**config.mk**
```make
export PLATFORM = sky130hd
export DESIGN_NAME = binary_to_decimal_ascii_core_flat
export DESIGN_NICKNAME = d
export VERILOG_FILES = /design/src/rtl/core/b2da_pkg.sv /design/src/rtl/core/b2da_if.sv /design/src/rtl/core/binary_to_decimal_ascii_core.sv /design/src/flat_wrapper.sv
export SDC_FILE = /design/constraint.sdc
export NUM_CORES = 1
export LEC_CHECK = 0
export BUFFER_PORTS_ARGS = -buffer_cell sky130_fd_sc_hd__buf_4
export CAP_MARGIN = 20
export CORE_MARGIN = 3
export CORE_UTILIZATION = 40
export CTS_CLUSTER_DIAMETER = 150
export CTS_CLUSTER_SIZE = 20
export DETAILED_ROUTE_END_ITERATION = 10
export SYNTH_ARGS = -nofsm -noshare
export SYNTH_HDL_FRONTEND = slang
export SYNTH_SLANG_ARGS = --single-unit
```
**constraint.sdc**
```tcl
create_clock -name clk_i -period 16.3 [get_ports clk_i]
set_input_delay 1.63 -clock clk_i [delete_from_list [all_inputs] [get_ports clk_i]]
set_output_delay 1.63 -clock clk_i [all_outputs]
set_load 0.01 [all_outputs]
```
**src/rtl/core/b2da_pkg.sv**
```systemverilog
// Shared constants for the binary to decimal ASCII converter.
// No dependencies; used by the channel interfaces and the core.
package b2da_pkg;

  // Width of the input payload field.
  localparam int unsigned InWidth    = 64;
  // Number of low input bits that take part in the conversion (8 to 64).
  localparam int unsigned ValueWidth = 64;
  // Decimal digits of the largest ValueWidth-bit value: floor(W*log10(2)) + 1.
  localparam int unsigned NumDigits  = (ValueWidth * 30103) / 100000 + 1;
  localparam int unsigned BcdWidth   = NumDigits * 4;
  localparam int unsigned BitCntW    = $clog2(ValueWidth);
  localparam int unsigned DigCntW    = (NumDigits > 1) ? $clog2(NumDigits) : 1;
  localparam int unsigned CharWidth  = 6;

  // ASCII '0', truncated to the 6-bit character field.
  localparam logic [CharWidth-1:0] AsciiZero = 6'd48;

endpackage

```
**src/rtl/core/b2da_if.sv**
```systemverilog
// Valid/ready channel interfaces of the binary to decimal ASCII converter.
// Depends on b2da_pkg for the payload widths.
interface b2da_in_if import b2da_pkg::*; ();
  logic               valid;
  logic               ready;
  logic [InWidth-1:0] value_in;

  modport source (output valid, output value_in, input ready);
  modport sink   (input valid, input value_in, output ready);
endinterface

interface b2da_out_if import b2da_pkg::*; ();
  logic                 valid;
  logic                 ready;
  logic [CharWidth-1:0] digit_char;
  logic                 last_digit;

  modport source (output valid, output digit_char, output last_digit, input ready);
  modport sink   (input valid, input digit_char, input last_digit, output ready);
endinterface

```
**src/rtl/core/binary_to_decimal_ascii_core.sv**
```systemverilog
// Converts an unsigned binary value to decimal ASCII digits, most significant digit
// first, without leading zeros; the final digit of each number carries last_digit.
// The low ValueWidth bits of value_in are used. An input beat is taken only while the
// core is idle; the core then runs a shift-and-adjust step for each of the ValueWidth bits
// (one input bit per cycle into a BCD shift register) and then walks the BCD register
// one digit per cycle, dropping leading zeros and loading the others into the output
// register; a digit to be loaded waits while the output register holds a digit not yet taken.
// The last digit of a number may wait in the output register while the next beat is taken.
// Depends on b2da_pkg and the channel interfaces in b2da_if.sv.
module binary_to_decimal_ascii_core import b2da_pkg::*; (
  input  logic        clk_i,
  input  logic        rst_ni,
  b2da_in_if.sink     in_i,
  b2da_out_if.source  out_o
);

  typedef enum logic [2:0] {
    ST_IDLE = 3'b001,
    ST_CONV = 3'b010,
    ST_EMIT = 3'b100
  } state_e;

  state_e                state_q, state_d;
  logic [ValueWidth-1:0] bin_q, bin_d;
  logic [BcdWidth-1:0]   bcd_q, bcd_d;
  logic [BitCntW-1:0]    bit_cnt_q, bit_cnt_d;
  logic [DigCntW-1:0]    dig_cnt_q, dig_cnt_d;
  logic                  seen_q, seen_d;
  logic                  out_valid_q, out_valid_d;
  logic [CharWidth-1:0]  out_char_q, out_char_d;
  logic                  out_last_q, out_last_d;

  logic [BcdWidth-1:0]   bcd_adj;
  logic [3:0]            top_digit;
  logic                  is_last;
  logic                  skip;
  logic                  out_free;
  logic                  load;
  logic                  in_beat;

  assign in_i.ready       = (state_q == ST_IDLE);
  assign in_beat          = in_i.valid && in_i.ready;
  assign out_o.valid      = out_valid_q;
  assign out_o.digit_char = out_char_q;
  assign out_o.last_digit = out_last_q;

  // Double dabble: add three to every BCD digit of five or more before the shift.
  always_comb begin
    for (int i = 0; i < NumDigits; i++) begin
      if (bcd_q[i*4 +: 4] >= 4'd5) begin
        bcd_adj[i*4 +: 4] = bcd_q[i*4 +: 4] + 4'd3;
      end else begin
        bcd_adj[i*4 +: 4] = bcd_q[i*4 +: 4];
      end
    end
  end

  assign top_digit = bcd_q[BcdWidth-1 -: 4];
  assign is_last   = (dig_cnt_q == '0);
  // Drop a leading zero, but never the final digit, so zero still shows as '0'.
  assign skip      = !seen_q && (top_digit == 4'd0) && !is_last;
  assign out_free  = !out_valid_q || out_o.ready;
  assign load      = (state_q == ST_EMIT) && !skip && out_free;

  always_comb begin
    state_d     = state_q;
    bin_d       = bin_q;
    bcd_d       = bcd_q;
    bit_cnt_d   = bit_cnt_q;
    dig_cnt_d   = dig_cnt_q;
    seen_d      = seen_q;
    out_valid_d = out_valid_q;
    out_char_d  = out_char_q;
    out_last_d  = out_last_q;

    // Retire the held beat once the sink takes it.
    if (out_valid_q && out_o.ready) begin
      out_valid_d = 1'b0;
    end

    case (state_q)
      ST_IDLE: begin
        if (in_beat) begin
          bin_d     = in_i.value_in[ValueWidth-1:0];
          bcd_d     = '0;
          bit_cnt_d = '0;
          state_d   = ST_CONV;
        end
      end
      ST_CONV: begin
        // Shift the next binary bit into the adjusted BCD register.
        bcd_d     = {bcd_adj[BcdWidth-2:0], bin_q[ValueWidth-1]};
        bin_d     = {bin_q[ValueWidth-2:0], 1'b0};
        bit_cnt_d = bit_cnt_q + 1'b1;
        if (bit_cnt_q == BitCntW'(ValueWidth - 1)) begin
          dig_cnt_d = DigCntW'(NumDigits - 1);
          seen_d    = 1'b0;
          state_d   = ST_EMIT;
        end
      end
      ST_EMIT: begin
        if (skip || load) begin
          // Advance to the next digit.
          bcd_d     = {bcd_q[BcdWidth-5:0], 4'd0};
          dig_cnt_d = dig_cnt_q - 1'b1;
        end
        if (load) begin
          out_valid_d = 1'b1;
          out_char_d  = AsciiZero + {2'b00, top_digit};
          out_last_d  = is_last;
          seen_d      = 1'b1;
          if (is_last) begin
            state_d = ST_IDLE;
          end
        end
      end
      default: begin
        state_d = ST_IDLE;
      end
    endcase
  end

  // Control state.
  always_ff @(posedge clk_i or negedge rst_ni) begin
    if (!rst_ni) begin
      state_q     <= ST_IDLE;
      bit_cnt_q   <= '0;
      dig_cnt_q   <= '0;
      seen_q      <= 1'b0;
      out_valid_q <= 1'b0;
    end else begin
      state_q     <= state_d;
      bit_cnt_q   <= bit_cnt_d;
      dig_cnt_q   <= dig_cnt_d;
      seen_q      <= seen_d;
      out_valid_q <= out_valid_d;
    end
  end

  // Datapath shift registers and output payload.
  always_ff @(posedge clk_i) begin
    bin_q      <= bin_d;
    bcd_q      <= bcd_d;
    out_char_q <= out_char_d;
    out_last_q <= out_last_d;
  end

`ifndef SYNTHESIS
  a_char_range: assert property (@(posedge clk_i) disable iff (!rst_ni)
    out_valid_q |-> (out_char_q >= 6'd48) && (out_char_q <= 6'd57))
    else $error("output character outside '0'..'9'");

  a_beat_starts_conv: assert property (@(posedge clk_i) disable iff (!rst_ni)
    in_beat |=> (state_q == ST_CONV) && (bit_cnt_q == '0))
    else $error("accepted beat did not start conversion");

  a_last_ends_item: assert property (@(posedge clk_i) disable iff (!rst_ni)
    (load && is_last) |=> (state_q == ST_IDLE) && out_valid_q && out_last_q)
    else $error("final digit did not close the item");

  a_bcd_digit_valid: assert property (@(posedge clk_i) disable iff (!rst_ni)
    (state_q == ST_EMIT) |-> (top_digit <= 4'd9))
    else $error("BCD digit out of range");
`endif

endmodule

```
**src/flat_wrapper.sv**
```systemverilog
// flat-port wrapper written by rule: the top's interface ports become plain ports
module binary_to_decimal_ascii_core_flat import b2da_pkg::*;
  (clk_i, rst_ni, in_i_valid, in_i_value_in, in_i_ready, out_o_valid, out_o_digit_char, out_o_last_digit, out_o_ready);
  b2da_in_if in_i_i ();
  b2da_out_if out_o_i ();
  input  logic clk_i;
  input  logic rst_ni;
  input wire logic [$bits(in_i_i.valid)-1:0] in_i_valid;
  input wire logic [$bits(in_i_i.value_in)-1:0] in_i_value_in;
  output wire logic [$bits(in_i_i.ready)-1:0] in_i_ready;
  output wire logic [$bits(out_o_i.valid)-1:0] out_o_valid;
  output wire logic [$bits(out_o_i.digit_char)-1:0] out_o_digit_char;
  output wire logic [$bits(out_o_i.last_digit)-1:0] out_o_last_digit;
  input wire logic [$bits(out_o_i.ready)-1:0] out_o_ready;
  assign in_i_i.valid = in_i_valid;
  assign in_i_i.value_in = in_i_value_in;
  assign in_i_ready = in_i_i.ready;
  assign out_o_valid = out_o_i.valid;
  assign out_o_digit_char = out_o_i.digit_char;
  assign out_o_last_digit = out_o_i.last_digit;
  assign out_o_i.ready = out_o_ready;
  binary_to_decimal_ascii_core u_core (.clk_i(clk_i), .rst_ni(rst_ni), .in_i(in_i_i), .out_o(out_o_i));
endmodule
```
Yosys cells after proc, flatten, opt, wreduce, memory -nomap -nowiden
Index checks and enable logic that the tools add are counted.
{"block": "classes", "muxes": 41, "addsub": 23, "n_shift": 0, "eq_ne": 9, "div": 0, "reduce_logical": 23, "n_mul": 0, "bitwise": 0, "n_lt_le_gt_ge": 20}
{"cell": "$pmux W80 S3", "count": 1}
{"cell": "$mux W80", "count": 2}
{"cell": "$pmux W64 S2", "count": 1}
{"cell": "$ge A4 B3 Y1 const B", "count": 20}
{"cell": "$add A4 B2 Y4 const B", "count": 19}
{"cell": "$mux W4", "count": 19}
{"cell": "$mux W64", "count": 1}
{"cell": "$mux W3", "count": 5}
{"cell": "$pmux W6 S2", "count": 1}
{"cell": "$mux W5", "count": 2}
{"cell": "$pmux W5 S2", "count": 1}
{"cell": "$pmux W3 S3", "count": 1}
{"cell": "$reduce_and A3 Y1", "count": 3}
{"cell": "$add A5 B5 Y6 const A", "count": 1}
{"cell": "$add A6 B1 Y6 const B", "count": 1}
{"cell": "$eq A6 B6 Y1 const B", "count": 1}
{"cell": "$logic_and A1 B1 Y1", "count": 6}
{"cell": "$mux W6", "count": 1}
{"cell": "$ne A2 B1 Y1 const B", "count": 3}
{"cell": "$logic_not A5 Y1", "count": 1}
{"cell": "$mux W1", "count": 5}
{"cell": "$sub A5 B1 Y5 const B", "count": 1}
{"cell": "$logic_not A1 Y1", "count": 4}
{"cell": "$logic_not A4 Y1", "count": 1}
{"cell": "11 further kinds", "count": 15}
{"block": "totals", "register_bits": 167, "elab_cells": 125, "input_bits": 68, "n_memories": 0, "latch_bits": 0, "mem_bits_rw": 0, "output_inout_bits": 9, "rom_bits": 0}

Logic depth before layout (Yosys ltp)
{"block": "logic_depth", "depth_word": 9, "mapped_depth": 7, "depth_no_buf": 6}

Worst setup path after synthesis
No wires, ideal clock.
{"block": "synth_path", "path_type": "input to register", "start": "in in_i_valid", "end": "reg u_core.bcd_q[0], enable pin", "path_buffers": 0, "t_arrival_ns": 5.744, "setup_slack_ns": 10.003, "required_ns": 15.748, "setup_time_ns": 0.552, "cell_stages": 2, "path_cell_list": "a21oi_1 -> a22oi_1"}
{"block": "synth_between", "elab_chain_len": 3}
{"item": "from (decl)", "line": "flat_wrapper.sv:8", "text": "input wire logic [$bits(in_i_i.valid)-1:0] in_i_valid;"}
{"item": "$logic_and A1 B1 Y1", "line": "binary_to_decimal_ascii_core.sv:42", "text": "assign in_beat = in_i.valid && in_i.ready;"}
{"item": "$ne A2 B2 Y1 (no line)"}
{"item": "$reduce_and A3 Y1 (no line)"}
{"item": "to (signal assigned)", "line": "binary_to_decimal_ascii_core.sv:143", "text": "bcd_q <= bcd_d;"}
{"item": "to (decl)", "line": "binary_to_decimal_ascii_core.sv:25", "text": "logic [BcdWidth-1:0] bcd_q, bcd_d;"}
No other way between the ends.
A chain may end at the register's enable or synchronous reset.

Worst setup path after layout
{"block": "layout_path", "start": "reg u_core.state_q[0]", "end": "out in_i_ready"}
{"block": "layout_between", "elab_chain_len": 1}
{"item": "from (decl)", "line": "binary_to_decimal_ascii_core.sv:23", "text": "state_e state_q, state_d;"}
{"item": "from (signal assigned)", "line": "binary_to_decimal_ascii_core.sv:132", "text": "state_q <= state_d;"}
{"item": "$eq A3 B1 Y1", "line": "binary_to_decimal_ascii_core.sv:41", "text": "assign in_i.ready = (state_q == ST_IDLE);"}
{"item": "to (decl)", "line": "flat_wrapper.sv:10", "text": "output wire logic [$bits(in_i_i.ready)-1:0] in_i_ready;"}
No other way between the ends.

==> impl_metrics.env <==
export IMPL_grt_pass1_wl_mm=28.3
export IMPL_cts_root_buffer="clkbuf_16"
export IMPL_grt_overflow_total=0
export IMPL_muxShareOfSynthArea_pct=2.52
export IMPL_hold_depth=0
export IMPL_critPathLaunchType="register"
export IMPL_swShare_pct=36.2
export IMPL_p_seq_share_pct=45.8
export IMPL_areaGrowthSynthToFinish_pct=15.9
export IMPL_core_mm2=0.0213
export IMPL_yosysTopAreaCell="edfxtp_1"
export IMPL_p_int_mw=1.11
export IMPL_clockBufferDepth=2
export IMPL_crit_path_max_fanout=6
export IMPL_synthFlopType="edfxtp_1"
export IMPL_synth_compound_area_share_pct=12.1
export IMPL_clkPwrFrac_pct=22.7
export IMPL_clock_sinks=165
export IMPL_ant_nets=0
export IMPL_nets=1013
export IMPL_final_cells=1190
export IMPL_rsz0062_at_grt="false"
export IMPL_crit_path_end_kind="output port"
export IMPL_clkLatencyLatePin_ns=0.43
export IMPL_insertedDiodeCount=0
export IMPL_synth_edf_count=149
export IMPL_power_total_mw=1.74
export IMPL_antenna_found_initial=0
export IMPL_synth_adder_area_share_pct=6.12
export IMPL_vias=6118
export IMPL_drive_gt1_share_pct=13.4
export IMPL_ctsResizeCount=0
export IMPL_h_tree_depth=4
export IMPL_synth_cell_types=46
export IMPL_p_sw_uw=629
export IMPL_cts_buffers=17
export IMPL_combinationalPowerShare_pct=31.5
export IMPL_r2r_cells=5
export IMPL_outcome="completed"
export IMPL_setup_violations_final=0
export IMPL_leakage_nw=4.09
export IMPL_io_pins=77
export IMPL_drtIter0Drc=494
export IMPL_dp_final_hpwl_mm=10.5
export IMPL_grt_usage_pct=14.3
export IMPL_avgViaCountPerCell=5.14
export IMPL_synth_top_family_by_area="simple AND/OR/NAND/NOR gates"
export IMPL_synth_xor_area_share_pct=2.99
export IMPL_final_area_mm2=0.0102
export IMPL_die_h_um=154
export IMPL_synthCells=838
export IMPL_slew_headroom_pct=29.4
export IMPL_cts_tree="built"
export IMPL_cpMaxStageDelayCell="dfstp_2"
export IMPL_grt_pass1_vias=5989
export IMPL_slowest_delay_ns=0.58
export IMPL_worst_ep_arrival_time_ns=1.62
export IMPL_dp_slack_ns=12.88
export IMPL_place_congestion=0.755
export IMPL_fin_crit_ns=3.25
export IMPL_final_common_cell="nand2_1"
export IMPL_yosys_area_share_simple_pct=17.2
export IMPL_routedWlPerCell_um=14.3
export IMPL_initial_core_util_pct=41.3
export IMPL_num_rows=53
export IMPL_grt_max_degree=91
export IMPL_ys_top_cells_by_area="edfxtp_1 (51%), nand2_1 (10%), ha_1 (6.1%)"
export IMPL_clk_pin_slew_ns=0.07
export IMPL_placed_area_mm2=0.00960
export IMPL_setup_slack_ns=13.05
export IMPL_post_cts_setup_buffers=0
export IMPL_power_density_mw_per_mm2=171
export IMPL_portBuffers=74
export IMPL_final_cell_mix="nand2_1 (233), edfxtp_1 (149), buf_4 (80), o21ai_0 (52), a21oi_1 (45)"
export IMPL_maxCapViolations=0
export IMPL_routed_wl_mm=17.0
export IMPL_yosysWarnings=0
export IMPL_final_hold_violation_count=0
export IMPL_vdd_ir_drop_worst_mv=0.0706
export IMPL_die_area_mm2=0.0238
export IMPL_firstDrtPassIters=6
export IMPL_fill_cells=1966
export IMPL_async_flop_share_pct=9.70
export IMPL_synthDominantCellAreaShare_pct=50.9
export IMPL_synth_seq_cells=165
export IMPL_clock_skew_ns=0.00788
export IMPL_path_class="reg -> out"
export IMPL_drc_errors=0
export IMPL_hold_path_class="reg -> reg"
export IMPL_fmax_mhz=308
export IMPL_die_w_um=154
export IMPL_path_cells="nor3b_1, buf_4"
export IMPL_synth_area_mm2=0.00878
export IMPL_fin_setup_tns_ns=0
export IMPL_timing_final_crit_share_pct=19.9
export IMPL_dp_cells=1158
export IMPL_slew_violations=0
export IMPL_cp_required_ns=14.67
export IMPL_ys_seq_area_share_pct=55.5
export IMPL_syn_area_per_cell_um2=10.5
export IMPL_worst_pin_slew_ns=1.06
export IMPL_cts_hold_buf=0
-- state kept, by name, summed over array words and instances (netlist names) --
name                     flops
u_core.seen_q                1
u_core.bcd_q                80
u_core.out_o.valid           1
u_core.dig_cnt_q             5
u_core.bit_cnt_q             6
u_core.out_o.last_digit      1
u_core.state_q               3
u_core.bin_q                64
u_core.out_o.digit_char      4
-- through the flow --
stage                     utilization [%]  hold WS [ns]
after global placement               45.1         0.436
after CTS                            47.8         0.456
after floorplan                         -         0.426
after detailed placement             45.1         0.439
final                                47.8         0.453
after global routing                 47.8         0.476
-- cell type report --
class | instances | area (um^2) | share of cell area, %
clock buffer | 17 | 425 | 4.18
clock inverter | 15 | 153 | 1.50
inverter | 44 | 165 | 1.62
multi-input combinational | 594 | 3620 | 35.5
sequential | 165 | 4880 | 47.9
tap | 275 | 344 | 3.38
timing repair buffer | 80 | 601 | 5.90
-- per-layer routing --
metal | share of wire [%] | GRT usage, %
met5 | 0 | 0
met3 | 3.2 | 3.44
met4 | 1.0 | 3.70
met1 | 48 | 19.5
met2 | 47 | 23.2
-- synthesized netlist by cell type, drive strengths merged, types with 20 or more instances --
cell / number
o21ai: 59
inv: 44
clkbuf: 20
nand2: 233
a22o: 20
nand2b: 22
edfxtp: 149
a21oi: 46
ha: 43
xnor2: 21
mux2i: 21
nor3b: 23
o22ai: 20
-- cells by family (layout without fill, tap and decap cells) --
family,after synthesis,count (layout)
buffers and inverters,80,156
DFF,165,165
AOI/OAI and AO/OA,171,171
xor gates and xnor gates,30,30
other,1,2
muxes,22,22
and+or+nand+nor,326,326
adders and majority gates,43,43
-- critical path, delay by kind of cell (launching register included) --
family                 cells  cell delay (ns)
DFF                        1             0.58
and+or+nand+nor            1             0.41
buffers and inverters      1             0.20
-- path summary, 6_finish.rpt --
| path | start | to | slack, ns |
|---|---|---|---|
| max | u_core.state_q[0] | in_i_ready | 13.05 |
| min | u_core.bcd_q[77] | u_core.out_o.digit_char[1] | 0.45 |
| max reg2reg | u_core.state_q[2] | u_core.bcd_q[55] | 13.15 |
| min reg2reg | u_core.bcd_q[77] | u_core.out_o.digit_char[1] | 0.45 |
| max in group asynchronous | rst_ni | u_core.state_q[0] | 14.99 |
| min in group asynchronous | rst_ni | u_core.dig_cnt_q[4] | 1.06 |
-- power by group through the flow --
stage	clock network, mW	logic (mW)	registers (mW)
6_report	0.394	0.548	0.795
5_1_grt	0.422	0.624	0.819
4_1_cts	0.406	0.557	0.795
3_5_place_dp	0	0.553	0.802
3_3_place_gp	0	0.542	0.798
2_1_floorplan	0	0.434	0.782
Note: power is estimated with default switching activity, not from simulation.
